## src/design/fssm_pkg.sv

```systemverilog
package fssm_pkg;

  typedef enum logic [1:0] {
    OP_CLEAR  = 2'd0,
    OP_APPEND = 2'd1,
    OP_TEXT   = 2'd2,
    OP_NONE   = 2'd3
  } opcode_e;

  typedef enum logic [1:0] {
    ST_SEARCHING = 2'd0,
    ST_FOUND     = 2'd1,
    ST_NOT_FOUND = 2'd2,
    ST_EMPTY     = 2'd3
  } status_e;

  // controller -> datapath
  typedef struct packed {
    logic clear;
    logic append;
    logic text_start;
    logic cmp_start;
    logic cmp_step;
    logic out_load;
  } fssm_cmd_t;

  // datapath -> controller
  typedef struct packed {
    logic append_ok;
    logic text_empty;
    logic text_end;
    logic searching;
    logic cmp_done;
  } fssm_sts_t;

endpackage

```

## src/design/fssm_datapath.sv

```systemverilog
module fssm_datapath import fssm_pkg::*; #(
  parameter int MAX_LEN = 128
) (
  input  logic       clk_i,
  input  logic       rst_ni,
  input  fssm_cmd_t  cmd_i,
  output fssm_sts_t  sts_o,
  input  logic [1:0] opcode_i,
  input  logic [7:0] byte_value_i,
  output logic [1:0] status_o,
  output logic [6:0] match_index_o
);
  localparam int AW = $clog2(MAX_LEN);
  localparam int LW = $clog2(MAX_LEN + 1);

  logic [7:0]    pat_mem [MAX_LEN];
  logic [7:0]    txt_mem [MAX_LEN];
  logic [LW-1:0] plen_q, tpos_q, k_q, start_q;
  status_e       stat_q;
  logic [6:0]    fidx_q;
  logic [7:0]    pat_rd_q, txt_rd_q;
  logic          rd_vld_q, mism_q;
  logic [1:0]    status_q;
  logic [6:0]    mi_q;
  logic [LW-1:0] tpos_n, start_n;
  logic          hit;

  assign tpos_n  = tpos_q + LW'(1);
  assign start_n = tpos_n - plen_q;

  assign sts_o.searching  = (stat_q == ST_SEARCHING);
  assign sts_o.append_ok  = (stat_q == ST_SEARCHING) && (tpos_q == '0) &&
                            (byte_value_i != 8'd0) && (plen_q < LW'(MAX_LEN));
  assign sts_o.text_empty = (plen_q == '0);
  assign sts_o.text_end   = (byte_value_i == 8'd0) || (tpos_q >= LW'(MAX_LEN));
  // done when the last compared pair has been read
  assign sts_o.cmp_done   = rd_vld_q && (k_q == plen_q);

  // last pair matches and nothing earlier mismatched
  assign hit = cmd_i.cmp_step && sts_o.cmp_done && !mism_q &&
               !(rd_vld_q && pat_rd_q != txt_rd_q);

  always_ff @(posedge clk_i) begin
    if (cmd_i.append) pat_mem[plen_q[AW-1:0]] <= byte_value_i;
    if (cmd_i.text_start) txt_mem[tpos_q[AW-1:0]] <= byte_value_i;
    pat_rd_q <= pat_mem[k_q[AW-1:0]];
    txt_rd_q <= txt_mem[AW'(start_q + k_q)];
  end

  always_ff @(posedge clk_i or negedge rst_ni) begin
    if (!rst_ni) begin
      plen_q <= '0; tpos_q <= '0; stat_q <= ST_SEARCHING; fidx_q <= '0;
      k_q <= '0; start_q <= '0; rd_vld_q <= 1'b0; mism_q <= 1'b0;
      status_q <= '0; mi_q <= '0;
    end else begin
      if (cmd_i.clear) begin
        plen_q <= '0; tpos_q <= '0; stat_q <= ST_SEARCHING; fidx_q <= '0;
      end
      if (cmd_i.append) plen_q <= plen_q + LW'(1);
      if (cmd_i.text_start) begin
        if (plen_q == '0) stat_q <= ST_EMPTY;
        else if (byte_value_i == 8'd0 || tpos_q >= LW'(MAX_LEN)) stat_q <= ST_NOT_FOUND;
        else begin
          tpos_q  <= tpos_n;
          start_q <= start_n;
        end
      end
      if (cmd_i.cmp_start) begin
        k_q <= '0; rd_vld_q <= 1'b0; mism_q <= (tpos_q < plen_q);
      end
      if (cmd_i.cmp_step) begin
        if (rd_vld_q && pat_rd_q != txt_rd_q) mism_q <= 1'b1;
        // the compare at k reads after k advances, so count up to plen
        if (k_q != plen_q) k_q <= k_q + LW'(1);
        rd_vld_q <= 1'b1;
        if (hit) begin
          stat_q <= ST_FOUND;
          fidx_q <= 7'(start_q);
        end
      end
      if (cmd_i.out_load) begin
        // a hit on the last compare step is loaded straight through
        status_q <= hit ? ST_FOUND : stat_q;
        mi_q     <= hit ? 7'(start_q) : ((stat_q == ST_FOUND) ? fidx_q : 7'd0);
      end
    end
  end

  assign status_o      = status_q;
  assign match_index_o = mi_q;

  logic unused;
  assign unused = ^opcode_i;
endmodule

```

## src/design/fssm_ctrl.sv

```systemverilog
module fssm_ctrl import fssm_pkg::*; (
  input  logic       clk_i,
  input  logic       rst_ni,
  input  logic       in_valid_i,
  output logic       in_stall_o,
  input  logic [1:0] opcode_i,
  output logic       out_valid_o,
  input  logic       out_stall_i,
  output fssm_cmd_t  cmd_o,
  input  fssm_sts_t  sts_i
);
  typedef enum logic [3:0] {
    S_IDLE = 4'b0001,
    S_CMP  = 4'b0010,
    S_FIN  = 4'b0100,
    S_OUT  = 4'b1000
  } state_e;

  state_e state_q, state_d;
  logic   acc;
  logic   go_cmp;
  logic   cmp_act_q;

  assign in_stall_o  = (state_q != S_IDLE);
  assign out_valid_o = (state_q == S_OUT);
  assign acc = in_valid_i && (state_q == S_IDLE);
  assign go_cmp = acc && opcode_i == OP_TEXT && sts_i.searching &&
                  !sts_i.text_empty && !sts_i.text_end;

  always_comb begin
    cmd_o = '0;
    state_d = state_q;
    unique case (state_q)
      S_IDLE: begin
        if (acc) begin
          cmd_o.clear      = (opcode_i == OP_CLEAR);
          cmd_o.append     = (opcode_i == OP_APPEND) && sts_i.append_ok;
          cmd_o.text_start = (opcode_i == OP_TEXT) && sts_i.searching;
          state_d = go_cmp ? S_CMP : S_FIN;
        end
      end
      S_CMP: begin
        cmd_o.cmp_start = 1'b1;
        state_d = S_FIN;
      end
      S_FIN: begin
        // compare steps only run for a searched text byte
        cmd_o.cmp_step = cmp_act_q;
        if (sts_i.cmp_done || !cmp_act_q) begin
          cmd_o.out_load = 1'b1;
          state_d = S_OUT;
        end
      end
      S_OUT: if (!out_stall_i) state_d = S_IDLE;
      default: state_d = S_IDLE;
    endcase
  end

  always_ff @(posedge clk_i or negedge rst_ni) begin
    if (!rst_ni) begin
      state_q <= S_IDLE; cmp_act_q <= 1'b0;
    end else begin
      state_q <= state_d;
      if (state_q == S_CMP) cmp_act_q <= 1'b1;
      else if (state_q == S_OUT) cmp_act_q <= 1'b0;
    end
  end
endmodule

```

## src/design/first_substring_match_search.sv

```systemverilog
// First-occurrence substring search.
// Input channel (in_valid_i / in_stall_o) carries opcode_i and byte_value_i:
// clear, append pattern byte, or text byte. Every input beat yields exactly
// one output beat (out_valid_o / out_stall_i) with status_o and match_index_o.
// Items are handled one at a time. A clear, append or terminal text byte
// goes from S_IDLE through S_FIN to S_OUT, where its result beat is offered.
// A text byte that is searched goes through S_CMP, then compares the whole
// pattern against the window tail in S_FIN, one byte pair per cycle out of
// the pattern and text RAMs, before its result beat is offered in S_OUT.
// The input stalls until the result beat is taken; while out_stall_i is
// high the result holds. Reset clears pattern length, text position and
// status; the RAMs are not cleared and need no sweep.
module first_substring_match_search import fssm_pkg::*; #(
  parameter int MAX_LEN = 128
) (
  input  logic       clk_i,
  input  logic       rst_ni,
  input  logic       in_valid_i,
  output logic       in_stall_o,
  input  logic [1:0] opcode_i,
  input  logic [7:0] byte_value_i,
  output logic       out_valid_o,
  input  logic       out_stall_i,
  output logic [1:0] status_o,
  output logic [6:0] match_index_o
);
  fssm_cmd_t cmd;
  fssm_sts_t sts;

  fssm_ctrl u_ctrl (
    .clk_i, .rst_ni, .in_valid_i, .in_stall_o, .opcode_i,
    .out_valid_o, .out_stall_i, .cmd_o(cmd), .sts_i(sts)
  );

  fssm_datapath #(.MAX_LEN(MAX_LEN)) u_dp (
    .clk_i, .rst_ni, .cmd_i(cmd), .sts_o(sts), .opcode_i, .byte_value_i,
    .status_o, .match_index_o
  );

  a_idx_zero: assert property (@(posedge clk_i) disable iff (!rst_ni)
    out_valid_o && status_o != ST_FOUND |-> match_index_o == 7'd0)
    else $error("match index set without found");
  a_one_busy: assert property (@(posedge clk_i) disable iff (!rst_ni)
    out_valid_o |-> in_stall_o)
    else $error("input open while result pending");
  a_hold: assert property (@(posedge clk_i) disable iff (!rst_ni)
    out_valid_o && out_stall_i |=> out_valid_o && $stable(status_o))
    else $error("result changed under stall");
endmodule

```

## config.mk

```make
export PLATFORM = sky130hd
export DESIGN_NAME = first_substring_match_search
export DESIGN_NICKNAME = d
export VERILOG_FILES = /design/src/design/fssm_pkg.sv /design/src/design/fssm_datapath.sv /design/src/design/fssm_ctrl.sv /design/src/design/first_substring_match_search.sv
export SDC_FILE = /design/constraint.sdc
export NUM_CORES = 2
export LEC_CHECK = 0
export BUFFER_PORTS_ARGS = -buffer_cell sky130_fd_sc_hd__buf_2
export CAP_MARGIN = 10
export CORE_UTILIZATION = 68
export CTS_BUF_LIST = sky130_fd_sc_hd__clkbuf_16
export DETAILED_ROUTE_END_ITERATION = 10
export GPL_ROUTABILITY_DRIVEN = 1
export PLACE_DENSITY = 0.81
export SLEW_MARGIN = 30
export SYNTH_ARGS = -nofsm -noshare
export SYNTH_HDL_FRONTEND = slang
export SYNTH_SLANG_ARGS = --single-unit
```

## constraint.sdc

```tcl
create_clock -name clk_i -period 5.7 [get_ports clk_i]
set_input_delay 0.57 -clock clk_i [delete_from_list [all_inputs] [get_ports clk_i]]
set_output_delay 0.57 -clock clk_i [all_outputs]
set_load 0.01 [all_outputs]
```

# Word-level counts from Yosys, hierarchy flattened
# Memories as Yosys holds them, arrays and structs flattened. A register that Yosys moved wholly into a read port is not among the register bits.
# Index checks and enable logic that the tools add are counted.
[classes]
add_sub_neg = 5
order_cmp = 3
eq_ne = 14
mux = 42
bitwise = 2
reduce_logical = 33
[op_table]
columns = ["cell", "count"]
rows = [
  ["$mux 8", 9],
  ["$mux 7", 5],
  ["$add 8x1->8 const B", 3],
  ["$logic_not 8->1", 3],
  ["$mux 2", 8],
  ["$ne 8x8->1", 2],
  ["$pmux 4 s4", 1],
  ["$logic_and 1x1->1", 15],
  ["$mux 1", 13],
  ["$mux 4", 3],
  ["$mux 3", 3],
  ["$eq 8x8->1", 1],
  ["$ge 8x8->1 const B", 1],
  ["$lt 8x8->1", 1],
  ["$lt 8x8->1 const B", 1],
  ["$reduce_bool 8->1", 1],
  ["$add 7x7->7", 1],
  ["$sub 7x7->7", 1],
  ["$reduce_and 3->1", 2],
  ["$reduce_bool 2->1", 3],
  ["$logic_not 1->1", 5],
  ["$eq 2x1->1 const B", 2],
  ["$eq 4x1->1 const B", 1],
  ["$eq 4x2->1 const B", 1],
  ["9 further kinds", 13],
]
[word_totals]
reg_bits = 56
ram_bits = 2048
output_inout_bits = 11
mem_count = 2
[memory_table]
columns = ["memory", "words", "word_bits", "rd", "rd_clocked_by_memory_dff", "wr", "line_no", "rtl"]
rows = [
  ["u_dp.pat_mem", 128, 8, 1, 1, 1, "fssm_datapath.sv:16", "logic [7:0] pat_mem [MAX_LEN];"],
  ["u_dp.txt_mem", 128, 8, 1, 1, 1, "fssm_datapath.sv:17", "logic [7:0] txt_mem [MAX_LEN];"],
]

# Logic depth before layout (Yosys ltp)
[logic_depth]
depth_word = 13
depth_mapped = 15

# Cells and area by module
# From an unflattened synthesis, not the netlist that was laid out.
[hier_totals]
cells_unflattened = 3988
area_unflattened_um2 = 83637.7
[modules_own_cells]
columns = ["mod", "instances", "cells_each", "area_each_um2", "seq_area_each_um2"]
rows = [
  ["fssm_datapath", 1, 3953, 83307.4, 63095.5],
  ["fssm_ctrl", 1, 35, 330.3, 126.4],
]

# Worst setup path before layout
# OpenSTA, ideal clock, no wires.
[synth_timing]
path_type = "register -> register"
startpoint = "register u_dp.k_q[1]"
endpoint = "register u_dp.txt_rd_q[6] (read register of u_dp.txt_mem)"
arrival_ns = 3.273
t_required_ns = 5.567
setup_slack_ns = 2.294
stages_incl_launch_ff = 13
path_buffers = 5
synth_period_minus_slack_ns = 3.406
path_cell_list = "dfrtp_1 -> inv_1 -> clkbuf_1 -> clkbuf_1 -> buf_1 -> fa_1 -> buf_2 -> clkbuf_1 -> mux4_2 -> a211oi_1 -> a31oi_1 -> a2111oi_0 -> nor3_1"
[synth_between]
elab_chain_len = 1
[synth_rtl]
columns = ["item", "line_no", "rtl"]
rows = [
  ["start, declared", "fssm_datapath.sv:18", "logic [LW-1:0] plen_q, tpos_q, k_q, start_q;"],
  ["start signal, assigned", "fssm_datapath.sv:74", "if (k_q != plen_q) k_q <= k_q + LW'(1);"],
  ["$add 7x7->7", "fssm_datapath.sv:47", "txt_rd_q <= txt_mem[AW'(start_q + k_q)];"],
  ["end, declared", "fssm_datapath.sv:21", "logic [7:0] pat_rd_q, txt_rd_q;"],
]
# Every way passes these cells.
# A chain may end at the register's enable or synchronous reset.

# Worst setup path in the final report
[layout_timing]
startpoint = "register u_dp.k_q[1]"
endpoint = "register u_dp.txt_rd_q[0] (read register of u_dp.txt_mem)"
# Same word-level chain as after synthesis.

==> flow_summary_export.csv <==
group,metric,value,unit
floorplan,die_h,352,microns
global_route,grt_use_total,34.8,%
worst_setup_path,crit_fanout,40,
worst_setup_path,r2r_cells,9,
global_route,antenna_found_initial,7,
cells_and_area,drive_gt1_share,22.9,%
logic_synthesis,synth_most_common_cell,"edfxtp_1",
cts,htreeDepth,4,
placed_design,dpl_worst_slack,0.977,ns
cells_and_area,nFillCells,5853,
detailed_routing,drt_iter0_markers,7377,
cts,clock-sinks,2120,
power_and_ir_drop,p_leak,0.0278,uW
sta,max_freq,218,MHz
logic_synthesis,yosysTopAreaCell,"edfxtp_1",
cts,clkLatencyLatePin,0.86,ns
worst_setup_path,r2r_slack,1.11,ns
logic_synthesis,netlist_top_cells_count,"edfxtp_1 (2048), mux4_2 (512), nor2_1 (310)",
cells_and_area,stdcell_count,5839,
logic_synthesis,yosys-top-cells-area,"edfxtp_1 (74%), mux4_2 (14%), mux2i_1 (1.9%), dfrtp_1 (1.7%), nor2_1 (1.4%)",
placed_design,placement.io_buffers,24,
power_and_ir_drop,p_int,26300,uW
worst_setup_path,path_class,"register to register",
logic_synthesis,synth-seq-cells,2120,
sta,setup-tns-final,0,ns
sta,slew_headroom,26.8,%
logic_synthesis,synth_edf_count,2048,
worst_hold_path,min_path_type,"input pin to register",
outcome,status,"complete, no violations",
logic_synthesis,ys_warn_count,0,
worst_setup_path,required,6.39,ns
power_and_ir_drop,ir_drop,0.435,mV
logic_synthesis,synth-async-reset-ratio,2.64,%
detailed_routing,dr.pass1.iters,7,
floorplan,coreArea,0.121,sq mm
placed_design,place_inst,5469,
cts,numCtsBuffers,195,
detailed_routing,wl_per_cell,37.3,microns
worst_setup_path,reg2reg_to,"u_dp.txt_rd_q[0]",
logic_synthesis,synth_top_area_share,73.9,%
logic_synthesis,synth_cell_type_count,62,
flow_run,maxCapViolCount,0,
cells_and_area,stdcell_area,0.0913,sq mm
floorplan,fp.dieW,352,microns
cts,post-cts-setup-buffers,0,
cts,cts-root-buf,"clkbuf_16",
floorplan,dieArea,0.124,sq mm
cts,clkTransAtPathRegs,0.07,ns
power_and_ir_drop,switching_share,25.8,%
cts,postCtsHoldBufs,3,
global_route,grt_max_degree,106,
detailed_routing,num_vias,43800,
global_route,grt_pass1_vias,43100,
logic_synthesis,synth-main-ff-cell,"edfxtp_1",
worst_setup_path,r2r-start,"u_dp.k_q[1]",
detailed_routing,drc_errors,0,
cts,cts_resized,0,
logic_synthesis,synth_cells,3960,
floorplan,start_util,69.0,%
power_and_ir_drop,p_per_area,387,mW/mm^2
sta,skew,0.0465,ns
power_and_ir_drop,p_switching,9110,uW
power_and_ir_drop,pwr-share-comb,14.6,%
logic_synthesis,syn-num-nets,4001,
power_and_ir_drop,clock_power_share,36.1,%
cells_and_area,area_growth,9.72,%
worst_setup_path,end_kind,"register",
global_route,overflow,0,
sta,setup_violations,0,
sta,hold_violations,0,
cts,clk_path_buf_depth,3,
detailed_routing,wl,218000,microns
sta,final.setup.worst_slack,1.11,ns
global_route,grt_pass1_wl,301000,microns
placed_design,place_hpwl,110000,microns
placed_design,placed_cell_area,0.0851,sq mm
detailed_routing,viasPerCell,7.51,
worst_setup_path,critPathLaunchType,"register",
worst_hold_path,min_to,"u_dp.txt_mem[42][0]",
sta,period_needed,4.59,ns
floorplan,io_pins,25,
worst_setup_path,cp.arrival,5.29,ns
power_and_ir_drop,pwr-share-seq,49.3,%
sta,rsz0062_at_grt,"no",
floorplan,rows,127,
worst_hold_path,holdCritStartpoint,"byte_value_i[0]",
cts,cts_tree,"built",
logic_synthesis,seq_area_frac_synth,76.0,%
sta,fin_crit_sh,80.6,%
placed_design,gp_congestion,0.910,
worst_hold_path,hold_path_depth,1,
detailed_routing,drtAntennaViolNets,0,
cells_and_area,final_util,75.7,%
logic_synthesis,avgSynthCellArea,21.0,sq um
sta,slew_viol_final,0,
sta,tightest_slew,1.09,ns
cells_and_area,nets,4101,
logic_synthesis,syn_area,0.0832,sq mm
-- flip-flops by register name (all words and copies together) (netlist names), 8 cells and up --
| register | cells |
|---|---|
| u_dp.tpos_q | 8 |
| u_dp.pat_rd_q | 8 |
| u_dp.plen_q | 8 |
| u_dp.txt_rd_q | 8 |
| u_dp.pat_mem | 1024 |
| u_dp.txt_mem | 1024 |
| u_dp.k_q | 8 |
-- per-stage QoR --
stage	hold WS, ns	power, uW
floorplan	0.274	20900
global placement	0.484	22400
detailed placement	0.483	22500
CTS	0.118	35100
global route	0.150	36000
finish	0.169	35400
-- worst max-delay path: stages (launching register included) --
cell	delay [ns]
dfrtp_4	0.71
inv_1	0.16
fa_4	1.39
buf_4	0.58
mux4_2	0.41
mux2_2	0.31
o22ai_1	0.22
a221oi_1	0.11
o22ai_1	0.39
a221oi_1	0.09
-- how the worst max path moves through the flow --
stage / from / endpoint / slack [ns] / depth (start not counted)
after global routing: u_dp.k_q[1] / u_dp.txt_rd_q[0] / 1.04 / 9
final: u_dp.k_q[1] / u_dp.txt_rd_q[0] / 1.11 / 9
after floorplan: u_dp.k_q[1] / u_dp.txt_rd_q[6] / 2.29 / 12
after global placement: byte_value_i[1] / u_dp.pat_mem[36][1] / 0.70 / 7
after CTS: u_dp.k_q[1] / u_dp.txt_rd_q[0] / 1.20 / 9
after detailed placement: byte_value_i[1] / u_dp.pat_mem[113][4] / 0.98 / 7
-- power by group through the flow --
stage	Combinational (uW)	Clock, uW	Sequential (uW)
4_1_cts	5020	12700	17400
6_report	5160	12800	17400
3_3_place_gp	4720	0	17700
2_1_floorplan	3290	0	17600
5_1_grt	5320	13300	17400
3_5_place_dp	4820	0	17700
-- cell usage in the layout (no fill, tap or decap), types with 9 or more instances in the layout --
cell	count
a21oi_1	49
a211oi_1	26
clkinv_1	41
a221oi_1	23
a22oi_1	9
inv_1	81
nor2b_1	10
dfrtp_1	51
bufinv_16	13
nand2_1	91
and2_1	20
mux2_2	60
mux2i_1	162
o31ai_1	20
mux4_2	512
clkbuf_16	199
clkinv_2	25
edfxtp_1	2048
xor2_1	18
nor2_1	303
buf_12	10
buf_6	9
nand3_1	39
nor3_1	14
buf_2	16
a221o_1	14
a2111oi_0	9
buf_4	67
a21o_1	12
xnor2_1	17
dfxtp_1	16
o22ai_1	70
ha_1	24
o21ai_0	23
-- layout make-up --
type                            instances  area [sq um]  share of cell area, %
Antenna cell                            4          10.0                 0.0110
Tap cell                             1612          2020                   2.21
Multi-Input combinational cell       1609         18800                   20.6
Inverter                               20          75.1                 0.0822
Clock buffer                          199          4980                   5.45
Sequential cell                      2120         63200                   69.2
Clock inverter                        161          1110                   1.21
Timing Repair Buffer                  114          1050                   1.15
-- cell families (layout without fill, tap and decap cells) --
| family | count (synthesis) | after routing | synth area share [%] |
|---|---|---|---|
| AO/OA/AOI/OAI | 283 | 283 | 2.36 |
| AND/OR/NAND/NOR | 528 | 528 | 2.73 |
| flip-flops | 2120 | 2120 | 76.0 |
| XOR/XNOR | 37 | 37 | 0.412 |
| adder cells (fa/ha/maj) | 27 | 27 | 0.424 |
| buffers and inverters | 231 | 494 | 1.50 |
| multiplexers | 734 | 734 | 16.6 |
| other | 0 | 4 | 0 |
-- metal layers --
metal  wire length (microns)  vias to the layer above  track usage (%)
li1                        -                    16600                -
met1                   72300                    22200             48.3
met2                  104000                     4176             54.5
met3                   28900                      839             8.69
met4                   12100                        9             13.5
met5                     153                        -                0
No activity file was read; power rests on OpenSTA's default activity.
